## src/hdl/u8l1_pkg.sv

```systemverilog
// ----------------------------------------------------------------------------
// u8l1_pkg
// Shared types and constants for the UTF-8 to Latin-1 decoder.
// ----------------------------------------------------------------------------
package u8l1_pkg;

  localparam int unsigned CpW  = 31;
  localparam int unsigned CntW = 3;

  localparam logic [7:0] ReplaceReset = 8'hBF;

  // Result kind, carried on the output tuser
  typedef enum logic [1:0] {
    KIND_CHAR = 2'd0,
    KIND_ERR  = 2'd1,
    KIND_END  = 2'd2
  } kind_e;

  // Everything one input byte produces: some errors, then an optional
  // character, then an optional end-of-string marker.
  typedef struct packed {
    logic [CntW-1:0] n_err;
    logic            has_char;
    logic [CpW-1:0]  cp;
    logic            has_end;
    logic            str_ok;
  } job_t;

  // Smallest legal code point for a sequence of the given length
  function automatic logic [CpW-1:0] min_value(input logic [CntW-1:0] len);
    logic [CpW-1:0] v;
    begin
      case (len)
        3'd2:    v = 31'h0000_0080;
        3'd3:    v = 31'h0000_0800;
        3'd4:    v = 31'h0001_0000;
        3'd5:    v = 31'h0020_0000;
        3'd6:    v = 31'h0400_0000;
        default: v = '0;
      endcase
      return v;
    end
  endfunction

endpackage

```

## src/hdl/u8l1_decode.sv

```systemverilog
// ----------------------------------------------------------------------------
// u8l1_decode
// Byte decoder: keeps the pending-sequence state and turns each accepted
// byte into a job register that lists the results it produces.
// ----------------------------------------------------------------------------
module u8l1_decode import u8l1_pkg::*; (
  input  logic       clk_i,
  input  logic       rst_ni,
  input  logic       in_valid_i,
  output logic       in_ready_o,
  input  logic [7:0] in_byte_i,
  input  logic       in_eos_i,
  input  logic       job_take_i,
  output logic       job_valid_o,
  output job_t       job_o
);

  logic [CntW-1:0] need_q, need_d, len_q, len_d, seen_q, seen_d;
  logic [CpW-1:0]  acc_q, acc_d;
  logic            ok_q, ok_d;
  logic            job_valid_q, job_valid_d;
  job_t            job_q, job_d;

  logic            accept, pending, is_cont;
  logic [CntW-1:0] flush_n;

  assign accept     = in_valid_i & in_ready_o;
  assign in_ready_o = ~job_valid_q | job_take_i;
  assign pending    = (need_q != '0);
  assign is_cont    = (in_byte_i[7:6] == 2'b10);
  assign flush_n    = pending ? seen_q + 3'd1 : 3'd0;

  always_comb begin
    need_d = need_q;
    len_d  = len_q;
    seen_d = seen_q;
    acc_d  = acc_q;
    job_d  = '0;

    if (in_byte_i == 8'h00) begin
      job_d.n_err   = flush_n;
      job_d.has_end = 1'b1;
      need_d = '0; len_d = '0; seen_d = '0; acc_d = '0;
    end else begin
      if (pending && is_cont) begin
        acc_d  = {acc_q[CpW-7:0], in_byte_i[5:0]};
        seen_d = seen_q + 3'd1;
        need_d = need_q - 3'd1;
        if (need_d == '0) begin
          if (acc_d >= min_value(len_q)) begin
            job_d.has_char = 1'b1;
            job_d.cp       = acc_d;
          end else begin
            job_d.n_err = 3'd1;
          end
          len_d = '0; seen_d = '0; acc_d = '0;
        end
      end else begin
        // drop whatever was pending, then decode this byte afresh
        job_d.n_err = flush_n;
        need_d = '0; len_d = '0; seen_d = '0; acc_d = '0;
        unique casez (in_byte_i)
          8'b0???????: begin
            job_d.has_char = 1'b1;
            job_d.cp       = {23'd0, in_byte_i};
          end
          8'b110?????: begin
            len_d = 3'd2; need_d = 3'd1; acc_d = {26'd0, in_byte_i[4:0]};
          end
          8'b1110????: begin
            len_d = 3'd3; need_d = 3'd2; acc_d = {27'd0, in_byte_i[3:0]};
          end
          8'b11110???: begin
            len_d = 3'd4; need_d = 3'd3; acc_d = {28'd0, in_byte_i[2:0]};
          end
          8'b111110??: begin
            len_d = 3'd5; need_d = 3'd4; acc_d = {29'd0, in_byte_i[1:0]};
          end
          8'b1111110?: begin
            len_d = 3'd6; need_d = 3'd5; acc_d = {30'd0, in_byte_i[0]};
          end
          8'b10??????, 8'b1111111?: begin
            job_d.n_err = flush_n + 3'd1;
          end
          default: begin
            job_d.n_err = flush_n + 3'd1;
          end
        endcase
      end
      if (in_eos_i) begin
        if (need_d != '0) begin
          job_d.n_err = job_d.n_err + seen_d + 3'd1;
        end
        job_d.has_end = 1'b1;
        need_d = '0; len_d = '0; seen_d = '0; acc_d = '0;
      end
    end

    job_d.str_ok = ok_q & (job_d.n_err == '0);

    if (job_d.has_end) begin
      ok_d = 1'b1;
    end else if (job_d.n_err != '0) begin
      ok_d = 1'b0;
    end else begin
      ok_d = ok_q;
    end

    if (accept) begin
      job_valid_d = (job_d.n_err != '0) | job_d.has_char | job_d.has_end;
    end else if (job_take_i) begin
      job_valid_d = 1'b0;
    end else begin
      job_valid_d = job_valid_q;
    end
  end

  always_ff @(posedge clk_i or negedge rst_ni) begin
    if (!rst_ni) begin
      need_q      <= '0;
      len_q       <= '0;
      seen_q      <= '0;
      acc_q       <= '0;
      ok_q        <= 1'b1;
      job_valid_q <= 1'b0;
    end else begin
      job_valid_q <= job_valid_d;
      if (accept) begin
        need_q <= need_d;
        len_q  <= len_d;
        seen_q <= seen_d;
        acc_q  <= acc_d;
        ok_q   <= ok_d;
      end
    end
  end

  always_ff @(posedge clk_i) begin
    if (accept) begin
      job_q <= job_d;
    end
  end

  assign job_valid_o = job_valid_q;
  assign job_o       = job_q;

endmodule

```

## src/hdl/u8l1_emit.sv

```systemverilog
// ----------------------------------------------------------------------------
// u8l1_emit
// Result sequencer: walks the current job one result per unstalled cycle
// into the output register, and holds the replacement byte register.
// ----------------------------------------------------------------------------
module u8l1_emit import u8l1_pkg::*; (
  input  logic           clk_i,
  input  logic           rst_ni,
  input  logic           cfg_we_i,
  input  logic [7:0]     cfg_wdata_i,
  input  logic           job_valid_i,
  input  job_t           job_i,
  output logic           job_take_o,
  output logic           out_valid_o,
  input  logic           out_ready_i,
  output kind_e          out_kind_o,
  output logic [CpW-1:0] out_cp_o,
  output logic [7:0]     out_latin1_o,
  output logic           out_str_ok_o,
  output logic           out_last_o
);

  logic [7:0]      repl_q;
  logic [CntW-1:0] errs_sent_q, errs_sent_d;
  logic            char_sent_q, char_sent_d;
  logic            out_valid_q, out_valid_d;
  kind_e           kind_q, kind_d;
  logic [CpW-1:0]  cp_q, cp_d;
  logic [7:0]      lat_q, lat_d;
  logic            sv_q, sv_d;
  logic            last_q, last_d;

  logic adv, emit;

  // the output register may load when empty or when its result leaves now
  assign adv  = ~out_valid_q | out_ready_i;
  assign emit = adv & job_valid_i;

  always_comb begin
    errs_sent_d = errs_sent_q;
    char_sent_d = char_sent_q;
    kind_d      = KIND_END;
    cp_d        = '0;
    lat_d       = '0;
    sv_d        = 1'b0;
    last_d      = 1'b1;
    if (errs_sent_q != job_i.n_err) begin
      kind_d      = KIND_ERR;
      lat_d       = repl_q;
      errs_sent_d = errs_sent_q + 3'd1;
      last_d      = (errs_sent_d == job_i.n_err) & ~job_i.has_char & ~job_i.has_end;
    end else if (job_i.has_char && !char_sent_q) begin
      kind_d      = KIND_CHAR;
      cp_d        = job_i.cp;
      lat_d       = (job_i.cp <= 31'd255) ? job_i.cp[7:0] : repl_q;
      char_sent_d = 1'b1;
      last_d      = ~job_i.has_end;
    end else begin
      sv_d = job_i.str_ok;
    end
    if (last_d) begin
      errs_sent_d = '0;
      char_sent_d = 1'b0;
    end
    out_valid_d = emit ? 1'b1 : (adv ? 1'b0 : out_valid_q);
  end

  assign job_take_o = emit & last_d;

  always_ff @(posedge clk_i or negedge rst_ni) begin
    if (!rst_ni) begin
      repl_q      <= ReplaceReset;
      errs_sent_q <= '0;
      char_sent_q <= 1'b0;
      out_valid_q <= 1'b0;
    end else begin
      out_valid_q <= out_valid_d;
      if (cfg_we_i) begin
        repl_q <= cfg_wdata_i;
      end
      if (emit) begin
        errs_sent_q <= errs_sent_d;
        char_sent_q <= char_sent_d;
      end
    end
  end

  always_ff @(posedge clk_i) begin
    if (emit) begin
      kind_q <= kind_d;
      cp_q   <= cp_d;
      lat_q  <= lat_d;
      sv_q   <= sv_d;
      last_q <= last_d;
    end
  end

  assign out_valid_o  = out_valid_q;
  assign out_kind_o   = kind_q;
  assign out_cp_o     = cp_q;
  assign out_latin1_o = lat_q;
  assign out_str_ok_o = sv_q;
  assign out_last_o   = last_q;

endmodule

```

## src/hdl/utf8_decoder_latin1.sv

```systemverilog
// ----------------------------------------------------------------------------
// utf8_decoder_latin1
// UTF-8 byte stream to code points with Latin-1 bytes and error reporting.
// ----------------------------------------------------------------------------
// One raw byte is taken per transfer on the slave side (tlast marks the last
// byte of a string, a zero byte also ends it). An accepted byte is registered
// as a job, and its results go one by one to the sequencer's output register.
// Every byte can be taken in the cycle after the previous one as long as it
// yields at most one result and the master side is not stalled; a byte with
// k results (errors from a broken sequence, a character, an end marker: k is
// at most 7) holds off the next byte until all k have left. Continuation
// bytes inside an unfinished sequence yield no transfer. The user must write
// the replacement byte register (cfg_we_i) only while idle; it is unenforced.
module utf8_decoder_latin1 import u8l1_pkg::*; (
  input  logic        clk_i,
  input  logic        rst_ni,
  input  logic        cfg_we_i,
  input  logic [7:0]  cfg_wdata_i,     // replace_byte
  input  logic        s_axis_tvalid,
  output logic        s_axis_tready,
  input  logic [7:0]  s_axis_tdata,    // [7:0] in_byte
  input  logic        s_axis_tlast,    // end_of_string
  output logic        m_axis_tvalid,
  input  logic        m_axis_tready,
  output logic [39:0] m_axis_tdata,    // [30:0] code_point, [38:31] latin1_out,
                                       // [39] string_valid
  output logic [1:0]  m_axis_tuser,    // [1:0] kind
  output logic        m_axis_tlast     // last_of_run
);

  job_t           job;
  logic           job_valid, job_take;
  kind_e          out_kind;
  logic [CpW-1:0] out_cp;
  logic [7:0]     out_lat;
  logic           out_sv;

  u8l1_decode u_decode (
    .clk_i       (clk_i),
    .rst_ni      (rst_ni),
    .in_valid_i  (s_axis_tvalid),
    .in_ready_o  (s_axis_tready),
    .in_byte_i   (s_axis_tdata),
    .in_eos_i    (s_axis_tlast),
    .job_take_i  (job_take),
    .job_valid_o (job_valid),
    .job_o       (job)
  );

  u8l1_emit u_emit (
    .clk_i        (clk_i),
    .rst_ni       (rst_ni),
    .cfg_we_i     (cfg_we_i),
    .cfg_wdata_i  (cfg_wdata_i),
    .job_valid_i  (job_valid),
    .job_i        (job),
    .job_take_o   (job_take),
    .out_valid_o  (m_axis_tvalid),
    .out_ready_i  (m_axis_tready),
    .out_kind_o   (out_kind),
    .out_cp_o     (out_cp),
    .out_latin1_o (out_lat),
    .out_str_ok_o (out_sv),
    .out_last_o   (m_axis_tlast)
  );

  assign m_axis_tdata = {out_sv, out_lat, out_cp};
  assign m_axis_tuser = out_kind;

endmodule

```

## config.mk

```make
export PLATFORM = sky130hd
export DESIGN_NAME = utf8_decoder_latin1
export DESIGN_NICKNAME = d
export VERILOG_FILES = /design/src/hdl/u8l1_pkg.sv /design/src/hdl/u8l1_decode.sv /design/src/hdl/u8l1_emit.sv /design/src/hdl/utf8_decoder_latin1.sv
export SDC_FILE = /design/constraint.sdc
export NUM_CORES = 1
export LEC_CHECK = 0
export BUFFER_PORTS_ARGS = -buffer_cell sky130_fd_sc_hd__buf_2
export CAP_MARGIN = 20
export CORE_MARGIN = 5
export CORE_UTILIZATION = 53
export CTS_CLUSTER_SIZE = 28
export DETAILED_ROUTE_END_ITERATION = 12
export GPL_ROUTABILITY_DRIVEN = 1
export PLACE_DENSITY = 0.76
export SLEW_MARGIN = 10
export SYNTH_ARGS = -nofsm -noshare
export SYNTH_HDL_FRONTEND = slang
export SYNTH_HIERARCHICAL = 1
export SYNTH_SLANG_ARGS = --single-unit
```

## constraint.sdc

```tcl
create_clock -name clk_i -period 3.4 [get_ports clk_i]
set_input_delay 0.34 -clock clk_i [delete_from_list [all_inputs] [get_ports clk_i]]
set_output_delay 0.34 -clock clk_i [all_outputs]
set_load 0.005 [all_outputs]
```

==> results of run 1 <==
synthesized netlist by cell type (2+ instances only):
master    count  area share (%)
buf_4         2            0.25
xnor2_1       2            0.29
nand3b_1      4            0.51
nand2b_1      8            0.84
o22ai_1       2            0.21
nor3b_1       2            0.25
a32oi_1       2            0.29
nor4_1        9            0.95
dfstp_2       8             3.5
and2_2        7            0.88
nor2b_1      10             1.1
nor3_1       10            0.84
xor2_2        2            0.55
o41ai_1       2            0.29
mux2_2        9             1.7
nor2_1       18             1.1
dfrtp_1      41              17
o31ai_1       2            0.25
a22o_1       22             3.2
and3_1        3            0.32
a221o_1       9             1.5
clkbuf_1     15            0.95
o21a_1        2            0.25
or4_4         3            0.57
nand3_1       4            0.34
inv_1        15            0.95
nand4_1       2            0.21
edfxtp_1     80              40
buf_6         2            0.38
a21oi_1      17             1.4
ha_1         12             2.5
nand2_1      36             2.3
a21oi_2       2            0.29
a32o_1        2            0.34
a21o_1        2            0.25
o21ai_0      22             1.9
and2_1       56             5.9
a31oi_1       4            0.42
cells by family after synthesis:
family / count (synthesis)
and+or+nand+nor: 181
DFF: 129
AOI/OAI and AO/OA: 98
buffers and inverters: 37
adders and majority gates: 13
muxes: 10
xor gates and xnor gates: 6
cell usage in the layout (no fill, tap or decap), drive strengths merged, types with 2 or more instances in the layout:
cell type  instances
buf               81
dfstp              8
a221o              9
and2              63
o22ai              2
or4                3
clkinvlp           2
dfrtp             41
bufinv             4
and3               3
a22o              22
xor2               3
nor4              10
nand4              2
o31ai              2
edfxtp            80
nand3b             4
nor3              11
a21oi             19
a21o               2
nand2             36
inv               19
o41ai              2
ha                12
nor2b             10
mux2               9
and4               3
clkinv             5
o21ai             23
a32oi              3
a32o               2
clkbuf            19
nor2              19
o21a               2
nand2b             8
xnor2              2
a31oi              4
nand3              4
nor3b              2
routing by layer:
metal | share of wire, % | vias up | GRT usage (%) | routed length, µm
met5 | 0 | - | 0 | 0
met4 | 1.2 | 0 | 6.42 | 149
met3 | 7.3 | 20 | 5.54 | 900
met2 | 48 | 186 | 30.4 | 6010
met1 | 43 | 1947 | 25.7 | 5340
li1 | - | 1908 | - | -
worst register-to-register path, delay by kind of cell (launching register included):
| kind | cells | cell delay, ns |
|---|---|---|
| AO/OA/AOI/OAI | 5 | 1.08 |
| adder cells (fa/ha/maj) | 3 | 0.92 |
| AND/OR/NAND/NOR | 2 | 0.60 |
| flip-flops | 1 | 0.37 |
| buffers and inverters | 1 | 0.15 |
sequential cells by signal, indices dropped and copies added (netlist names), 2 cells and up:
signal and flops:
u_emit/errs_sent_q 3, u_decode/len_q 3, u_emit/out_latin1_o 8, u_decode/need_q 3, u_decode/acc_q 25, u_emit/out_cp_o 31, u_emit/out_kind_o 2, u_decode/job_o 37
u_emit/repl_q 8, u_decode/seen_q 3
power by group:
| part | switching, mW | total, mW | leakage [nW] | internal (mW) |
|---|---|---|---|---|
| clock | 0.659 | 1.89 | 0.296 | 1.23 |
| combinational | 0.817 | 1.41 | 1.29 | 0.592 |
| sequential | 0.170 | 2.27 | 1.41 | 2.10 |
| total | 1.65 | 5.57 | 3.00 | 3.92 |
final cells by class:
| cell class | instances | area (µm²) | share of cell area, % |
|---|---|---|---|
| clock buffers | 19 | 433 | 6.07 |
| clock inverters | 13 | 184 | 2.58 |
| inverters | 17 | 63.8 | 0.895 |
| multi-input cells | 308 | 2180 | 30.6 |
| flip-flops and latches | 129 | 3640 | 51.0 |
| well taps | 140 | 175 | 2.46 |
| repair buffers | 81 | 455 | 6.39 |
timing repair:
action,in CTS,in global routing
pin swaps,0,4
setup buffers,0,1
setup endpoints to repair,2,2
resized for setup,2,3
stage by stage:
stage / cell area [µm²] / total power [mW] / setup TNS [ns] / instances
4_1_cts: 7100 / 5.58 / 0 / 705
3_3_place_gp: 6460 / 3.60 / 0 / 673
3_5_place_dp: 6460 / 3.66 / -0.00604 / 673
6_report: 7130 / 5.57 / 0 / 707
2_1_floorplan: 5940 / 3.19 / 0 / 474
5_1_grt: 7130 / 5.87 / 0 / 707
path summary, 6_finish.rpt:
path / slack, ns / to / from / cells after the start
worst max-delay path: 0.15 / u_decode/job_valid_o / u_decode/len_q[0] / 11
worst min-delay path: 0.007 / u_decode/acc_q[10] / rst_ni / 1
worst max register to register: 0.15 / u_decode/job_valid_o / u_decode/len_q[0] / 11
worst min register to register: 0.51 / u_emit/out_valid_o / u_decode/job_valid_o / 1
max in group asynchronous: 2.66 / u_decode/need_q[2] / rst_ni / 2
min in group clk_i: 0.17 / u_emit/repl_q[2] / cfg_wdata_i[2] / 2
==> summary.md, run 1 <==
| Metric | Value |
|---|---|
| Via count | 4,061 |
| Filler instances | around 800 |
| Fin worst setup slack | about 0.15 ns |
| Worst hold slack | 0.00737 ns |
| Root Driver | clkbuf_16 |
| Post-synth top flop | edfxtp_1 |
| Mapped cell area | 5940 µm² |
| Clk buf depth | 2 |
| Sequential area share after synthesis | between 60% and 70% |
| Worst clock skew | roughly 0.014 ns |
| Max-cap viol count | 0 |
| Fin crit period | between 3 and 4 ns |
| CTS Hold Bufs | 0 |
| Pwr dens | just under 800 nW/µm² |
| Die Ht | roughly 120 µm |
| Initial antenna violation count | 0 |
| Place WS | -0.00458 ns |
| Max Slew Vio Count | 0 |
| Startpoint types | flip-flop |
| Max incr delay on CP | 0.54 ns |
| Largest fanout on the critical path | 5 |
| Post-DP HPWL | 8450 µm |
| ANT cells | 0 |
| Ports | between 60 and 70 |
| Nature of the critical path endpoint | flip-flop |
| Slowest library cell on the worst path | fa_2 |
| CTS buffer count | 17 |
| Clk pin slew, worst setup/hold paths | roughly 0.06 ns |
| Critical Path AT | roughly 3.5 ns |
| Post-synthesis mux area share | 1.87% |
| Number of global-route vias before repair | slightly above 4,000 |
| Largest net degree at the start of global routing | 47 |
| Overflow after GRT | 0 |
| Via density | roughly 5.7 |
| Average size of a mapped cell | around 13 µm² |
| DRT iter0 DRCs | about 360 |
| Initial Utilization | 54.3% |
| Critical path cell sequence | buf_4 > nand3b_1 > ha_1 > or4_4 > a2111o_1 > o32ai_4 > a21oi_2 > ha_1 > fa_2 > a32oi_2 > o32a_1 |
| Core Region | between 10,000 and 15,000 µm² |
| First-pass GRT wire length | approximately 20,000 µm |
| Warnings from Yosys | 6 |
| Final hold violations | 0 |
| Worst setup path category | flip-flop to flip-flop |
| Rows | 38 |
| DRC violation count after routing | 0 |
| Crit path max-delay family | compound AO/OA/AOI/OAI gates |
| Slew @ Worst Pin | between 0.7 and 0.8 ns |
| I/O Buffers | 66 |
| Net total in the final layout | roughly 600 |
| WP data required | 3.68 ns |
| H-tree level count | 4 |
| Ratio of cells with drive above 1 in the final layout | 27.2% |
| Adder-Cell Fraction of Synth Area | 2.86% |
| Syn nets | between 500 and 600 |
| Hold WC Path Type | input pin to async pin |
| Relative slew slack | about half |
| Yosys reg bits | 129 |
| Routed len/inst | between 15 and 20 µm |
| Setup violators final | 0 |
| Pleak | about 3 nW |
| Combinational family with the most area after synthesis | simple AND/OR/NAND/NOR gates |
| TritonRoute pass-1 iters | 5 |
| Post-synth cell types | a little over 60 |
| Num Clock Sinks | between 100 and 150 |
| RSZ-0062 raised after global routing | false |
| Simple logic cell fraction of the synthesized area | 17.8% |
| Synth Area in Compound Gates | approximately 12% |
| WL final | 12,400 µm |
| Area Overhead vs Synth | 20.0% |
| Total GRT Usage | about a fifth |
| Mapped Cells | around 470 |
| CTS tree | done |
| Area of the die | about 13,000 µm² |
| Synth async-reset ratio | 38.0% |
| RePlAce Congestion | about 0.9 |
| Die width | 116 µm |
| Fmax | about 310 MHz |
| Post-DRT Antenna Nets | 0 |
| Final core occ | approximately 65% |
| Most used cell, CP | ha_1 |
| CP Buf/Inv Count | 1 |
| Maximum vdd drop | between 0.4 and 0.5 mV |
| Outcome | finished, final reports clean |
| Number of synthesized flops with an enable pin | 80 |
| Period utilisation layout | between 90% and 100% |
| Worst skew pair latency | about 0.41 ns |
| XOR/XNOR Fraction of Synth Area | around 1.4% |
Note: power is estimated with default switching activity, not from simulation.
==> run 2: changes to the inputs <==
- CORE_UTILIZATION: 53 -> 50
- GPL_TIMING_DRIVEN: default -> 0
- PLACE_DENSITY: 0.76 -> 0.73
==> run 2 against run 1 <==
- global-route usage is 1.1 points lower
- setup slack worse by 0.088 ns
- clock skew is 0.0064 ns lower
- core utilization is 3.1 points lower
- clock power is 4% lower
- count of clock-buffer cells in the layout is 3 higher
- critical path depth stayed put
- sequential share of layout area is 0.18 points lower
- first-iteration DRC count is 3.0% lower
- register-to-register slack worse by 0.09 ns
- critical endpoint unchanged
- highest routed layer unchanged
==> summary.md, run 2 (synthesized netlist as in run 1, its figures left out) <==
| Metric | Value |
|---|---|
| Outcome | finished, final reports clean |
| DRC violation count after routing | 0 |
| Fin worst setup slack | ~0.063 ns |
| Startpoint types | flip-flop |
| Ports | 67 |
| Number of global-route vias before repair | 4,084 |
| Worst clock skew | about 0.0076 ns |
| Net total in the final layout | about 600 |
| Slowest library cell on the worst path | fa_2 |
| Via count | between 4,000 and 5,000 |
| Relative slew slack | 36.8% |
| Cell area after layout | between 7000 and 8000 µm² |
| Final hold violations | 0 |
| Clk buf depth | 2 |
| WP data required | around 3.7 ns |
| RePlAce Congestion | roughly 0.86 |
| Critical path cell sequence | buf_6 > nand3b_1 > ha_2 > or4_4 > a2111o_1 > o32ai_4 > a21oi_2 > ha_2 > fa_2 > a32oi_2 > o32a_1 |
| Filler-free cell count of the finished design | 720 |
| Num Clock Sinks | ~130 |
| Die width | between 100 and 150 µm |
| Most common cell after layout, fill and taps aside | edfxtp_1 |
| First-pass GRT wire length | just over 20,000 µm |
| Max incr delay on CP | around 0.54 ns |
| DP Area | 6430 µm² |
| ANT cells | 0 |
| Worst setup path category | flip-flop to flip-flop |
| Ratio of cells with drive above 1 in the final layout | 26.3% |
| Critical Path AT | 3.63 ns |
| Routed len/inst | between 15 and 20 µm |
| Initial antenna violation count | 0 |
| Worst skew pair latency | 0.41 ns |
| Maximum vdd drop | about 0.43 mV |
| Setup violators final | 0 |
| Area Overhead vs Synth | 20.5% |
| I/O Buffers | 62 |
| Initial Utilization | 51.6% |
| H-tree level count | 4 |
| Clk pin slew, worst setup/hold paths | around 0.050 ns |
| Max Slew Vio Count | 0 |
| Rows | 39 |
| Slew @ Worst Pin | around 0.95 ns |
| Hold WC Path Type | input pin to flip-flop |
| Total GRT Usage | ~18% |
| Root Driver | clkbuf_16 |
| Post-DP HPWL | 8650 µm |
| Max-cap viol count | 0 |
| Largest fanout on the critical path | 5 |
| DRT iter0 DRCs | between 300 and 400 |
| Largest register FFs | 37 |
| Largest net degree at the start of global routing | 50 |
| Place WS | -0.244 ns |
| Most used cell, CP | ha_2 |
| Fin crit period | roughly 3.3 ns |
| WL final | between 10,000 and 15,000 µm |
| Post-DRT Antenna Nets | 0 |
| Via density | 5.66 |
| Period utilisation layout | 98.1% |
| Nature of the critical path endpoint | flip-flop |
| Pleak | roughly 3.0 nW |
| TritonRoute pass-1 iters | 5 |
| Most frequent cells in the layout | 80 x edfxtp_1, 62 x buf_2, 56 x and2_1 |
| Fmax | 300 MHz |
| Area of the die | approximately 14,000 µm² |
| Placed Cells | between 600 and 700 |
| Pwr dens | about 770 nW/µm² |
| CTS buffer count | 17 |
| Core Region | between 10,000 and 15,000 µm² |
| Overflow after GRT | 0 |
| CTS tree | done |
| Die Ht | about 120 µm |
run 2: layout make-up:
cell class              instances  area [µm²]
clock buffers                  22         464
well taps                     143         179
plain buffers                  20        98.8
clock inverters                10         134
multi-input cells             308        2190
inverters                      17        66.3
repair buffers                 71         387
fillers                       882        4360
flip-flops and latches        129        3640
run 2: routing by layer:
layer | up-vias | GRT usage (%) | wire length [µm]
li1 | 1942 | - | -
met3 | 19 | 6.82 | 885
met2 | 170 | 29.3 | 6080
met4 | 0 | 6.52 | 178
met5 | - | 0 | 0
met1 | 1945 | 22.3 | 5280
run 2: worst paths after layout:
kind | slack (ns) | start | cells past startpoint | to
worst max-delay path | 0.06 | u_decode/len_q[0] | 11 | u_decode/job_valid_o
worst min-delay path | 0.17 | cfg_wdata_i[5] | 2 | u_emit/repl_q[5]
worst max register to register | 0.06 | u_decode/len_q[0] | 11 | u_decode/job_valid_o
worst min register to register | 0.51 | u_decode/job_valid_o | 1 | u_emit/out_valid_o
max in group asynchronous | 2.46 | rst_ni | 2 | u_decode/acc_q[7]
min in group asynchronous | 0.50 | rst_ni | 2 | u_decode/acc_q[23]
run 2: through the flow:
step	utilization (%)	setup TNS, ns	total power, mW	hold WS [ns]
floorplan	-	0	3.19	0.0444
global placement	55.8	-13.30	3.58	0.472
detailed placement	55.8	-0.619	3.64	0.491
CTS	61.7	0	5.52	0.152
global route	62.1	-0.0235	5.83	0.152
finish	62.1	0	5.53	0.168
run 2: report_power, final:
part / switching (mW) / leakage, nW / internal [mW]
logic: 0.841 / 1.29 / 0.603
registers: 0.174 / 1.41 / 2.11
clock network: 0.625 / 0.280 / 1.18
total: 1.64 / 2.98 / 3.89
run 2: timing repair:
item | 4_1_cts | 5_1_grt
hold endpoints to repair | 0 | 3
hold buffers | 0 | 1
setup buffers | 5 | 3
setup endpoints to repair | 4 | 10
gates resized for setup | 4 | 8
pin swaps | 5 | 4
run 2: critical path: cells and delay by family (launching register included):
kind / cells / cell delay [ns]
buffers and inverters: 1 / 0.13
AND/OR/NAND/NOR: 2 / 0.57
AO/OA/AOI/OAI: 5 / 1.21
flip-flops: 1 / 0.38
adder cells (fa/ha/maj): 3 / 0.91
==> run 3: changes to the inputs <==
- CORE_UTILIZATION: 50 -> 40
- PLACE_DENSITY: 0.73 -> default
==> run 3 against run 2 <==
- hold slack got worse by 0.0013 ns
- wire length fell by 0.52%
- critical path depth did not move
- global-route usage fell by 3.6 points
- count of clock-buffer cells in the layout fell by 5
- setup slack got worse by 0.017 ns
- maximum frequency fell by 0.52%
- sequential cell count did not move
- core utilization fell by 12 points
- first-iteration DRC count rose by 3.7%
- clock skew rose by 0.0030 ns
==> summary.md, run 3 (synthesized netlist as in run 1, its figures left out) <==
| Metric | Value |
|---|---|
| Outcome | finished, final reports clean |
| DRC violation count after routing | 0 |
| Ports | 67 |
| Routed len/inst | ~16 µm |
| Clk buf depth | 2 |
| Root Driver | clkbuf_16 |
| Clk pin slew, worst setup/hold paths | roughly 0.060 ns |
| Nature of the critical path endpoint | flip-flop |
| Sw Share | around 30% |
| Post-DP HPWL | 8930 µm |
| Slowest library cell on the worst path | fa_2 |
| Ratio of cells with drive above 1 in the final layout | a little over a quarter |
| Design internal power | between 3 and 4 mW |
| RePlAce Congestion | between 0.8 and 0.9 |
| TNS Setup | 0 ns |
| Core Region | ~15,000 µm² |
| Net total in the final layout | between 600 and 700 |
| Largest net degree at the start of global routing | 46 |
| Worst hold slack | ~0.17 ns |
| First-pass GRT wire length | 20,500 µm |
| Hold WC Path Type | input pin to flip-flop |
| Place WS | -0.244 ns |
| Final core occ | approximately 50% |
| Critical path cell sequence | buf_6 > nand3b_1 > ha_2 > or4_4 > a2111o_1 > o32ai_4 > a21oi_2 > ha_2 > fa_2 > a32oi_4 > o32a_1 |
| WP data required | 3.69 ns |
| Final hold violations | 0 |
| Critical Path AT | around 3.7 ns |
| Net Switching | around 1.7 mW |
| Via count | approximately 4,000 |
| TritonRoute pass-1 iters | 7 |
| Relative slew slack | 51.5% |
| Area of the die | 17,400 µm² |
| Max incr delay on CP | roughly 0.6 ns |
| Most used cell, CP | ha_2 |
| Period utilisation layout | a little over nine tenths |
| Worst setup path category | flip-flop to flip-flop |
| Filler-free cell count of the finished design | 764 |
| WL final | 12,400 µm |
| Largest fanout on the critical path | 5 |
| Pleak | about 3 nW |
| Pwr dens | between 700 and 800 nW/µm² |
| CTS buffer count | 17 |
| Die width | about 130 µm |
| ANT cells | 0 |
| Num Clock Sinks | about 130 |
| Overflow after GRT | 0 |
| Fin crit period | about 3.4 ns |
| Max Slew Vio Count | 0 |
| Seq pwr share | 41.4% |
| Slew @ Worst Pin | roughly 0.72 ns |
| Setup violators final | 0 |
| Fmax | between 200 and 300 MHz |
| Area Overhead vs Synth | 21.8% |
| Most frequent cells in the layout | 80 x edfxtp_1, 63 x buf_2, 56 x and2_1 |
| DRT iter0 DRCs | ~360 |
| H-tree level count | 4 |
| Startpoint types | flip-flop |
| Fin worst setup slack | 0.0458 ns |
| RSZ-0062 raised after global routing | true |
| Die Ht | between 100 and 150 µm |
| Max-cap viol count | 0 |
| Worst skew pair latency | 0.41 ns |
| Largest register FFs | 37 |
| Number of global-route vias before repair | just under 4,000 |
| Via density | around 5.3 |
| Most common cell after layout, fill and taps aside | edfxtp_1 |
| Placed Cells | slightly above 700 |
| Logic gate share of total power | a little over a quarter |
| Initial Utilization | 40.9% |
| Total GRT Usage | 14.5% |
| Post-DRT Antenna Nets | 0 |
| Maximum vdd drop | just under 0.4 mV |
| Worst clock skew | approximately 0.011 ns |
| CTS tree | done |
| I/O Buffers | 62 |
| Initial antenna violation count | 0 |
| Rows | between 40 and 50 |
| Clk pwr share | around a third |
## run 3: changes by cell type in the layout (fill, tap and decap cells not counted), sizes merged
cell and change:
clkbuf -5, bufinv -1, inv +3, clkinvlp -1
clkinv +4, buf +3
## run 3: critical path: cells and delay by family, from the launching register on
kind,cells,cell delay (ns)
buffers and inverters,1,0.13
adder cells (fa/ha/maj),3,0.98
flip-flops,1,0.39
AO/OA/AOI/OAI,5,1.12
AND/OR/NAND/NOR,2,0.63
## run 3: power groups by stage
| stage | registers [mW] | clock network [mW] | logic [mW] |
|---|---|---|---|
| 2_1_floorplan | 2.29 | 0 | 0.903 |
| 3_3_place_gp | 2.31 | 0 | 1.30 |
| 3_5_place_dp | 2.32 | 0 | 1.34 |
| 4_1_cts | 2.28 | 1.76 | 1.43 |
| 5_1_grt | 2.32 | 1.83 | 1.66 |
| 6_report | 2.27 | 1.72 | 1.49 |
## run 3: per-stage QoR
step / cell area, µm² / power, mW
global placement: 6480 / 3.61
CTS: 7160 / 5.46
detailed placement: 6520 / 3.66
floorplan: 5940 / 3.19
finish: 7240 / 5.49
global route: 7240 / 5.81
## run 3: repair_timing
item | 4_1_cts | 5_1_grt
hold endpoints to repair | 9 | 0
endpoints found under the setup margin | 4 | 25
buffers inserted | 5 | 4
pin swaps | 3 | 9
gates resized for setup | 2 | 12
hold buffers | 1 | 0
## run 3: area by class of cell
type | count | area (µm²)
fill | 1265 | 7300
sequential | 129 | 3640
multi-input combinational | 308 | 2210
timing repair buffer | 74 | 432
clock buffer | 17 | 425
tap | 184 | 230
clock inverter | 15 | 141
buffer | 20 | 98.8
inverter | 17 | 66.3
## run 3: path summary, 6_finish.rpt
check / startpoint / slack [ns] / endpoint / cells past startpoint
max in group asynchronous: rst_ni / 2.45 / u_emit/repl_q[0] / 3
min in group asynchronous: rst_ni / 0.37 / u_emit/errs_sent_q[0] / 2
setup / recovery: u_decode/len_q[0] / 0.05 / u_decode/job_valid_o / 11
hold / removal: cfg_wdata_i[2] / 0.17 / u_emit/repl_q[2] / 2
hold reg to reg: u_decode/job_valid_o / 0.49 / u_emit/out_valid_o / 1
setup reg to reg: u_decode/len_q[0] / 0.05 / u_decode/job_valid_o / 11
## run 3: routing by layer
layer	global-route usage [%]	vias to the layer above	share of wire (%)
li1	-	1942	-
met1	19.6	1918	46
met2	21.9	138	47
met3	4.43	15	5.6
met4	6.06	0	1.7
met5	0	-	0
